$ cat config.mk
export PLATFORM = sky130hd
export DESIGN_NAME = pncs_ctrl
export DESIGN_NICKNAME = d
export VERILOG_FILES = /design/src/hdl/pncs_pkg.sv /design/src/hdl/pncs_ctrl.sv
export SDC_FILE = /design/constraint.sdc
export NUM_CORES = 1
export LEC_CHECK = 0
export BUFFER_PORTS_ARGS = -buffer_cell sky130_fd_sc_hd__buf_2
export CAP_MARGIN = 20
export CELL_PAD_IN_SITES_DETAIL_PLACEMENT = 1
export CELL_PAD_IN_SITES_GLOBAL_PLACEMENT = 1
export CORE_AREA = 2 2 39 41
export DETAILED_ROUTE_END_ITERATION = 16
export DIE_AREA = 0 0 41 43
export PLACE_DENSITY_LB_ADDON = 0.1
export SYNTH_ARGS = -nofsm -noshare
export SYNTH_HDL_FRONTEND = slang
export SYNTH_SLANG_ARGS = --single-unit
export TNS_END_PERCENT = 20
$ cat constraint.sdc
create_clock -name clk -period 1.21 [get_ports clk]
set_input_delay 0.242 -clock clk [delete_from_list [all_inputs] [get_ports clk]]
set_output_delay 0.242 -clock clk [all_outputs]
set_load 0.02 [all_outputs]
$ cat src/hdl/pncs_pkg.sv
// Shared types and constants for the palette nearest-color search block.
package pncs_pkg;

  localparam int CMD_W       = 2;
  localparam int CH_W        = 8;
  localparam int PAL_W       = 3 * CH_W;
  localparam int SUM_W       = CH_W + 2;
  localparam int DIST_W      = CH_W + 2;
  localparam int AVG_TAPS    = 4;
  localparam int AVG_K_W     = 2;
  localparam int ENTRIES_DEF = 256;

  localparam logic [CMD_W-1:0] CMD_LOAD = 2'd0;
  localparam logic [CMD_W-1:0] CMD_FIND = 2'd1;
  localparam logic [CMD_W-1:0] CMD_AVG  = 2'd2;

  typedef struct packed {
    logic wr_en;
    logic capture;
    logic avg_rd;
    logic avg_commit;
    logic scan_rd;
    logic out_load;
  } ctrl_cmd_t;

  typedef struct packed {
    logic cnt_last;
    logic avg_last;
    logic pipe_idle;
  } ctrl_sts_t;

endpackage

$ cat src/hdl/pncs_ctrl.sv
// Controller: sequences load, average and scan steps and owns the handshakes.
module pncs_ctrl (
  input  logic                       clk,
  input  logic                       rst_n,
  input  logic                       in_valid,
  output logic                       in_ready,
  input  logic [pncs_pkg::CMD_W-1:0] in_cmd,
  output logic                       out_valid,
  input  logic                       out_ready,
  output pncs_pkg::ctrl_cmd_t        cmd,
  input  pncs_pkg::ctrl_sts_t        sts
);
  import pncs_pkg::*;

  typedef enum logic [2:0] {
    ST_IDLE,
    ST_AVG,
    ST_AVG_WAIT,
    ST_SCAN,
    ST_DRAIN
  } state_t;

  state_t state_r, state_nxt;
  logic   out_valid_r, out_valid_nxt;
  logic   in_xfer;

  assign in_ready = (state_r == ST_IDLE);
  assign in_xfer  = in_valid & in_ready;

  always_comb begin
    state_nxt     = state_r;
    out_valid_nxt = out_valid_r & ~out_ready;
    cmd           = '0;
    case (state_r)
      ST_IDLE: begin
        if (in_xfer) begin
          case (in_cmd)
            CMD_LOAD: cmd.wr_en = 1'b1;
            CMD_FIND: begin
              cmd.capture = 1'b1;
              state_nxt   = ST_SCAN;
            end
            CMD_AVG: begin
              cmd.capture = 1'b1;
              state_nxt   = ST_AVG;
            end
            default: ;
          endcase
        end
      end
      ST_AVG: begin
        cmd.avg_rd = 1'b1;
        if (sts.avg_last) state_nxt = ST_AVG_WAIT;
      end
      ST_AVG_WAIT: begin
        if (sts.pipe_idle) begin
          cmd.avg_commit = 1'b1;
          state_nxt      = ST_SCAN;
        end
      end
      ST_SCAN: begin
        cmd.scan_rd = 1'b1;
        if (sts.cnt_last) state_nxt = ST_DRAIN;
      end
      ST_DRAIN: begin
        if (sts.pipe_idle && (!out_valid_r || out_ready)) begin
          cmd.out_load  = 1'b1;
          out_valid_nxt = 1'b1;
          state_nxt     = ST_IDLE;
        end
      end
      default: state_nxt = ST_IDLE;
    endcase
  end

  always_ff @(posedge clk) begin
    if (!rst_n) begin
      state_r     <= ST_IDLE;
      out_valid_r <= 1'b0;
    end else begin
      state_r     <= state_nxt;
      out_valid_r <= out_valid_nxt;
    end
  end

  assign out_valid = out_valid_r;

  a_load_after_drain: assert property (@(posedge clk) disable iff (!rst_n)
    cmd.out_load |-> sts.pipe_idle)
    else $error("result loaded while distance pipeline still busy");

  a_one_read_source: assert property (@(posedge clk) disable iff (!rst_n)
    !(cmd.scan_rd && cmd.avg_rd))
    else $error("scan and average reads issued together");

  a_find_starts_scan: assert property (@(posedge clk) disable iff (!rst_n)
    (in_valid && in_ready && in_cmd == CMD_FIND) |=> state_r == ST_SCAN)
    else $error("find transfer did not start a scan");

  a_result_not_overwritten: assert property (@(posedge clk) disable iff (!rst_n)
    cmd.out_load |-> (!out_valid_r || out_ready))
    else $error("pending result overwritten");

endmodule

==> summary.md, run 1 <==
| Metric | Value |
|---|---|
| Placeable core area | 0.00138 mm2 |
| Ant diodes | 0 |
| GP Congestion | 0.728 |
| Setup WS post-layout | -145 ps |
| F_max | 738 MHz |
| Final count of hold timing violations | 0 |
| Ports | 17 |
| DRT antenna net count | 0 |
| Design Area, Final | 553 um2 |
| Buf/Inv on CP | 1 |
| Worst path max stage delay | 370 ps |
| Synth Flop Type | dfxtp_1 |
| Clk_skew | 7.80 ps |
| Yosys warning count | 0 |
| Largest net degree at the start of global routing | 12 |
| Post-synthesis xor/xnor area fraction | 0 |
| Hold Crit Class | primary input to flip-flop |
| Top cell types by occurrence after synthesis | dfxtp_1 (4), and3_1 (3), ha_1 (3), inv_1 (3), nand3_1 (3) |
| Instance area at placement | 472 um2 |
| Vias per cell | 4.74 |
| Vias in the first global route | 395 |
| Initial antenna violation count | 0 |
| Hold buffer count at CTS | 0 |
| Initial DRC Count | 0 |
| Power Total | 664 uW |
| Total GRT Usage | 0.141 |
| CP top delay family | simple AND/OR/NAND/NOR gates |
| CTS tree | done |
| Violated checks | setup timing |
| Max_cap viols | 0 |
| Status | finished, violations left |
| Average cell area after synthesis | 8.43 um2 |
| RSZ-0062 raised after global routing | true |
| Largest family of logic cells by synthesized area | simple AND/OR/NAND/NOR gates |
| DR pass1 iterations | 1 |
| WL final | 993 um |
| CP cell instances | nor3_4 > and3_2 > buf_6 |
| Critical path data arrival time | 1110 ps |
| Crit path launch type | flip-flop |
| CP max-delay cell | dfxtp_4 |
| Initial Utilization | 0.231 |
| Hold_ws | 290 ps |
| Worst setup path class | flip-flop to primary output |
| Final count of pins violating max slew | 0 |
| Layout cells sized above 1 | 0.613 |
| Mapped Nets | 50 |
| Nets | 76 |
| Slew @ Worst Pin | 257 ps |
| Setup violations, final | 7 |
| Residual DRC | 0 |
| P_leak | 0.273 nW |
| Yosys top cell by area | dfxtp_1 |
| Root buffer cell | clkbuf_4 |
| CTS max path bufs | 2 |
| VDD IR max | 0.370 mV |
| Worst path required time | 970 ps |
| Synth Register Bits | 4 |
| EDFF count, synth | 0 |
| First-pass GRT wire length | 1660 um |
| I/O Buffers | 16 |
| Die ar. | 0.00176 mm2 |
| Register clock-pin slew on the reported worst setup and hold paths | 40 ps |
| Sequential share of the synthesized area | 0.250 |
| CTS Buf Count | 3 |
| Final period demand of the worst path | 1350 ps |
| Die outline width | 41 um |
| Max Fanout on Critical Path | 7 |
| Mapped cell area | 320 um2 |
| P&R area growth vs syn | 72.7% |
| Dominant cell by count in the synthesized netlist | dfxtp_1 |
| Post-Synth Simple-Gate Area | 0.363 |
| H-tree Lvls | 1 |
| Power per cell area | 1200 mW/mm2 |
| Rows | 14 |
| Final core occ | 0.400 |
| Cells after synthesis | 38 |
| Clock sinks | 4 |
| Synth Area in Adders | 0.117 |
| DR WL/cell | 12.7 um |
| Async SR Flop Fraction | 0 |
| Post-CTS Setup Inserts | 0 |
| Crit end category | primary output |
| Top-area cell type share of the netlist area | 0.250 |
| Distinct cell type count after synthesis | 22 |
| Multiplexer area fraction after synthesis | 0.0313 |
| Die height | 43 um |
| Final period util | 1.12 |
| Largest cells by area after synthesis | dfxtp_1 (25%), ha_1 (12%), and3_1 (5.9%), nand3_1 (4.7%), a2111oi_2 (4.7%) |
| Slew headroom | 0.829 |
| Post-synthesis compound-gate area fraction | 0.180 |
| Clock latency on the worst-skew pair | 240 ps |
| DP HPWL | 814 um |
| DR vias | 370 |
| GRT overflow | 0 |
-- path summary, 6_finish.rpt --
kind	startpoint	endpoint	slack, ps	cells after the start
hold / removal	rst_n	state_r[2]	290	2
hold reg to reg	out_valid	out_valid	590	2
setup reg to reg	state_r[1]	state_r[2]	150	3
setup / recovery	state_r[0]	cmd[4]	-140	3
-- sequential cells by signal, summed over array words and instances (netlist names) --
name / flops
out_valid: 1
state_r: 3
-- cell usage in the layout, fill, tap and decap left out --
cell	n
a2111oi_2	1
a21boi_0	1
a21oi_1	2
and2_4	1
and2b_1	1
and3_1	3
and3_2	2
and4bb_2	1
buf_2	11
buf_4	7
buf_6	4
clkbuf_4	3
dfxtp_1	1
dfxtp_4	3
ha_1	3
inv_1	3
mux2i_1	1
nand2b_1	1
nand3_1	2
nand3_2	1
nor2_1	1
nor2_4	1
nor2b_2	1
nor2b_4	1
nor3_4	1
o21a_1	2
o21ai_0	2
or2b_1	1
-- per-stage QoR --
step	TNS (ps)	std cells	setup slack [ps]
final	-737	78	-145
after global routing	-1160	78	-212
after CTS	-835	78	-165
after detailed placement	-170	75	-42.5
after global placement	-75.1	75	-51.3
after floorplan	-8.01	38	-4.01
-- cells by family after synthesis --
group / Yosys count
AND/OR/NAND/NOR: 18
AO/OA/AOI/OAI: 8
buffers and inverters: 4
flip-flops: 4
adder cells (fa/ha/maj): 3
multiplexers: 1
-- layout make-up --
class                      count  area, um2
timing repair buffer          22        153
multi-input combinational     30        255
fill                         169        831
clock buffer                   3       22.5
sequential                     4       91.3
tap                           16       20.0
inverter                       3       11.3
-- where the power goes --
group | total (mW) | leakage, nW | internal [mW] | switching (mW)
logic | 0.301 | 0.224 | 0.171 | 0.130
clock network | 0.170 | 0.0138 | 0.111 | 0.0589
registers | 0.193 | 0.0347 | 0.151 | 0.0416
total | 0.664 | 0.273 | 0.433 | 0.231
-- routing by layer --
metal,up-vias,global-route usage,part of all wire
met3,0,0.0524,0.061
met1,174,0.145,0.39
met4,0,0.0400,0
met5,-,0,0
met2,13,0.247,0.55
li1,183,-,-
-- repair_timing --
action / 4_1_cts / 5_1_grt
endpoints found under the setup margin: 7 / 7
pin swaps: 1 / 0
resized for setup: 20 / 0
endpoints found under the hold margin: 0 / 0
-- worst reg2reg max path: cells and delay by family (launching register included) --
family | cells | cell delay (ps)
AOI/OAI and AO/OA | 2 | 480
buffers and inverters | 1 | 140
DFF | 1 | 380
Power figures use the tool's default switching activity.
==> run 2, diff against run 1 <==
- CTS_BUF_LIST: unset -> sky130_fd_sc_hd__clkbuf_8
==> run 2 against run 1 <==
Effect of this change: the run still ends with setup timing left; sequential share of layout area is 0.65 points lower; non-clock buffer count stayed put; setup slack better by 18 ps; global-route usage is 0.40 points higher; core utilization is 1.6 points higher; critical path type unchanged; critical endpoint unchanged; largest cell class unchanged; highest routed layer unchanged.
==> summary.md, run 2 (synthesized netlist as in run 1, its figures left out) <==
| Metric | Value |
|---|---|
| Status | finished, violations left |
| Violated checks | setup timing |
| Power per cell area | 1370 mW/mm2 |
| Register clock-pin slew on the reported worst setup and hold paths | 40 ps |
| Ports | 17 |
| Hold buffer count at CTS | 0 |
| Initial antenna violation count | 0 |
| H-tree Lvls | 1 |
| Commonest non-fill, non-tap cells in the layout | buf_2 (11), buf_4 (6), buf_6 (5) |
| Layout cells sized above 1 | 0.613 |
| Critical path data arrival time | 1090 ps |
| Clock latency on the worst-skew pair | 220 ps |
| Crit path launch type | flip-flop |
| Die outline width | 41 um |
| Die height | 43 um |
| Hold Crit Class | primary input to flip-flop |
| P&R area growth vs syn | 79.7% |
| Cells after DPL | 75 |
| Largest net degree at the start of global routing | 12 |
| Ant diodes | 0 |
| WL final | 1020 um |
| Path depth of the worst reg2reg path | 3 |
| Crit end category | primary output |
| Clock sinks | 4 |
| Initial DRC Count | 2 |
| Worst path required time | 970 ps |
| Commonest non-fill, non-tap cell in the layout | buf_2 |
| VDD IR max | 0.487 mV |
| Worst setup path end | cmd[4] |
| Placeable core area | 0.00138 mm2 |
| Vias in the first global route | 397 |
| Setup violations, final | 7 |
| Biggest register | state_r |
| Max_cap viols | 0 |
| Design Area, Final | 576 um2 |
| Worst setup path class | flip-flop to primary output |
| GRT overflow | 0 |
| Nets | 76 |
| F_max | 748 MHz |
| DR WL/cell | 13.1 um |
| Critical R2R Capture | state_r[2] |
| Final count of hold timing violations | 0 |
| DP HPWL | 814 um |
| Final period demand of the worst path | 1340 ps |
| Initial Utilization | 0.231 |
| Number of fill cells | 169 |
| CTS max path bufs | 2 |
| Worst r2r src | state_r[1] |
| R2R setup slack | 160 ps |
| Final count of pins violating max slew | 0 |
| Rows | 14 |
| Total GRT Usage | 0.145 |
| Slew @ Worst Pin | 257 ps |
| I/O Buffers | 16 |
| Max Fanout on Critical Path | 7 |
| Die ar. | 0.00176 mm2 |
| Slew headroom | 0.828 |
| Crit. Startpoint | state_r[0] |
| First-pass GRT wire length | 1660 um |
| Residual DRC | 0 |
| DR vias | 367 |
| Final core occ | 0.416 |
| DR pass1 iterations | 3 |
| RSZ-0062 raised after global routing | true |
| Clk_skew | 9.49 ps |
| Vias per cell | 4.71 |
| CTS tree | done |
| Root buffer cell | clkbuf_8 |
| Instance area at placement | 472 um2 |
| P_leak | 0.281 nW |
| Power Total | 787 uW |
| Setup WS post-layout | -126 ps |
| Final period util | 1.10 |
| Number of flip-flops in the largest register | 3 |
| GP Congestion | 0.728 |
| DRT antenna net count | 0 |
| CTS Buf Count | 3 |
| Final Non-Filler Cells | 78 |
## run 2: cell types whose count changed in the layout (fill, tap and decap cells not counted)
cell,change
buf_4,-1
clkbuf_8,+3
clkbuf_4,-3
buf_6,+1
## run 2: power breakdown
part	switching, mW	internal, mW
Combinational	0.131	0.171
Clock	0.0790	0.213
Sequential	0.0418	0.152
## run 2: metrics by stage
stage	hold slack, ps	setup TNS [ps]	setup slack [ps]
6_report	301	-602	-126
5_1_grt	316	-992	-190
4_1_cts	300	-677	-142
3_5_place_dp	539	-170	-42.5
3_3_place_gp	528	-75.1	-51.3
2_1_floorplan	360	-8.01	-4.01
## run 2: how the worst min path moves through the flow
stage                     slack [ps]       from  depth (start not counted)    endpoint
after floorplan                  360      rst_n                          1  state_r[2]
final                            300      rst_n                          2  state_r[2]
after global placement           530  out_valid                          2   out_valid
after global routing             320      rst_n                          2  state_r[2]
after detailed placement         540      rst_n                          2  state_r[2]
after CTS                        300      rst_n                          2  state_r[2]
## run 2: what timing repair did
action	4_1_cts	5_1_grt
pin swaps	1	0
gates resized for setup	20	1
setup buffers	0	0
setup endpoints to repair	7	7
## run 2: per-layer routing
layer  track usage  wire length [um]  up-vias
met3        0.0681                76        0
met5             0                 0        -
li1              -                 -      183
met4        0.0400                 0        0
met2         0.250               561       15
met1         0.145               383      169
## run 2: area by class of cell
type,count,area [um2],share of cell area
Clock buffer,3,41.3,0.0717
Inverter,3,11.3,0.0196
Multi-Input combinational cell,30,255,0.443
Sequential cell,4,91.3,0.159
Tap cell,16,20.0,0.0348
Timing Repair Buffer,22,156,0.272
## run 2: critical path: stages (launching register included)
cell and delay, ps:
dfxtp_4 370, nor3_4 200, and3_2 200, buf_6 110
==> run 3, diff against run 2 <==
- RECOVER_POWER: unset -> 50
==> run 3 against run 2 <==
Effect of this change: the flow still finishes with violations (setup timing); global-route usage stayed put; setup slack unchanged; non-clock buffer count did not move; critical endpoint unchanged; clock-buffer cell count is the same; clock power about the same; maximum frequency stayed put.
==> summary.md, run 3 (synthesized netlist as in run 1, its figures left out) <==
| Metric | Value |
|---|---|
| Final period util | 1.10 |
| Status | finished, violations left |
| WL final | 1020 um |
| Die height | 43 um |
| Clk_skew | 9.49 ps |
| F_max | 748 MHz |
| DP HPWL | 814 um |
| Design Area, Final | 574 um2 |
| Vias per cell | 4.71 |
| Pre-CTS WS | -42.5 ps |
| Layout cells sized above 1 | 0.597 |
| First-pass GRT wire length | 1660 um |
| Power Total | 787 uW |
| WHS Endpoint | state_r[2] |
| Clock sinks | 4 |
| Number of flip-flops in the largest register | 3 |
| Register clock-pin slew on the reported worst setup and hold paths | 40 ps |
| Worst path max stage delay | 370 ps |
| Total GRT Usage | 0.145 |
| Ant diodes | 0 |
| Buf/Inv on CP | 1 |
| Initial antenna violation count | 0 |
| Hold_ws | 301 ps |
| Cells after DPL | 75 |
| Final count of hold timing violations | 0 |
| Power per cell area | 1370 mW/mm2 |
| CTS Buf Count | 3 |
| Final count of pins violating max slew | 0 |
| Worst r2r src | state_r[1] |
| Commonest non-fill, non-tap cell in the layout | buf_2 |
| Die outline width | 41 um |
| Residual DRC | 0 |
| Nets | 76 |
| Final core occ | 0.415 |
| Startpoint of the worst hold path | rst_n |
| Setup WS post-layout | -126 ps |
| Worst setup path class | flip-flop to primary output |
| P_leak | 0.277 nW |
| R2R setup slack | 160 ps |
| CP cell instances | nor3_4 > and3_2 > buf_6 |
| Slew headroom | 0.828 |
| DR pass1 iterations | 3 |
| DRT antenna net count | 0 |
| CTS tree | done |
| P&R area growth vs syn | 79.3% |
| Max_cap viols | 0 |
| Max Fanout on Critical Path | 7 |
| Root buffer cell | clkbuf_8 |
| H-tree Lvls | 1 |
| Crit end category | primary output |
| GP Congestion | 0.728 |
| Biggest register | state_r |
| Clock latency on the worst-skew pair | 220 ps |
| Crit. Startpoint | state_r[0] |
| Worst path required time | 970 ps |
| DR vias | 367 |
| Initial DRC Count | 2 |
| Path depth of the worst reg2reg path | 3 |
| GRT overflow | 0 |
| RSZ-0062 raised after global routing | true |
| Final period demand of the worst path | 1340 ps |
| Largest net degree at the start of global routing | 12 |
| WP depth | 3 |
| Crit path launch type | flip-flop |
| Post-CTS Setup Inserts | 0 |
| Critical path data arrival time | 1090 ps |
| Setup violations, final | 7 |
| Slew @ Worst Pin | 257 ps |
| Commonest non-fill, non-tap cells in the layout | buf_2 (10), buf_4 (6), buf_6 (5) |
| Final Non-Filler Cells | 78 |
| Ports | 17 |
| Initial Utilization | 0.231 |
| Rows | 14 |
| CP top delay family | simple AND/OR/NAND/NOR gates |
| DR WL/cell | 13.1 um |
| Violated checks | setup timing |
| I/O Buffers | 16 |
| Placeable core area | 0.00138 mm2 |
| Die ar. | 0.00176 mm2 |
| VDD IR max | 0.487 mV |
| WHS Path Cells | 2 |
| Number of fill cells | 170 |
| Hold Crit Class | primary input to flip-flop |
| CTS max path bufs | 2 |
| Instance area at placement | 472 um2 |
| Fin Setup TNS | -602 ps |
| Vias in the first global route | 397 |
| CP max-delay cell | dfxtp_4 |
| Critical R2R Capture | state_r[2] |
## run 3: cell types whose count changed in the layout (fill, tap and decap cells not counted)
cell      change
clkbuf_1      +1
buf_2         -1
## run 3: how the worst max path moves through the flow
stage | endpoint
final | cmd[4]
after global routing | cmd[5]
after CTS | cmd[4]
after detailed placement | cmd[0]
after global placement | state_r[1]
after floorplan | cmd[4]
## run 3: per-layer routing
layer | global-route usage | vias to the layer above | share of wire
met5 | 0 | - | 0
met4 | 0.0400 | 0 | 0
met1 | 0.145 | 169 | 0.38
li1 | - | 183 | -
met3 | 0.0681 | 0 | 0.074
met2 | 0.250 | 15 | 0.55
## run 3: repair_timing
item,in CTS,in global routing
pin swaps,1,0
endpoints found under the setup margin,7,7
gates resized for setup,20,1
hold buffers,0,0
## run 3: final cells by class
cell class	instances	area, um2	area share
sequential	4	91.3	0.159
tap	16	20.0	0.0349
inverter	3	11.3	0.0196
timing repair buffer	22	155	0.270
clock buffer	3	41.3	0.0719
multi-input combinational	30	255	0.444
## run 3: report_power, final
| group | switching, mW | internal, mW | leakage (nW) |
|---|---|---|---|
| sequential | 0.0418 | 0.152 | 0.0347 |
| combinational | 0.131 | 0.171 | 0.220 |
| clock | 0.0790 | 0.213 | 0.0216 |
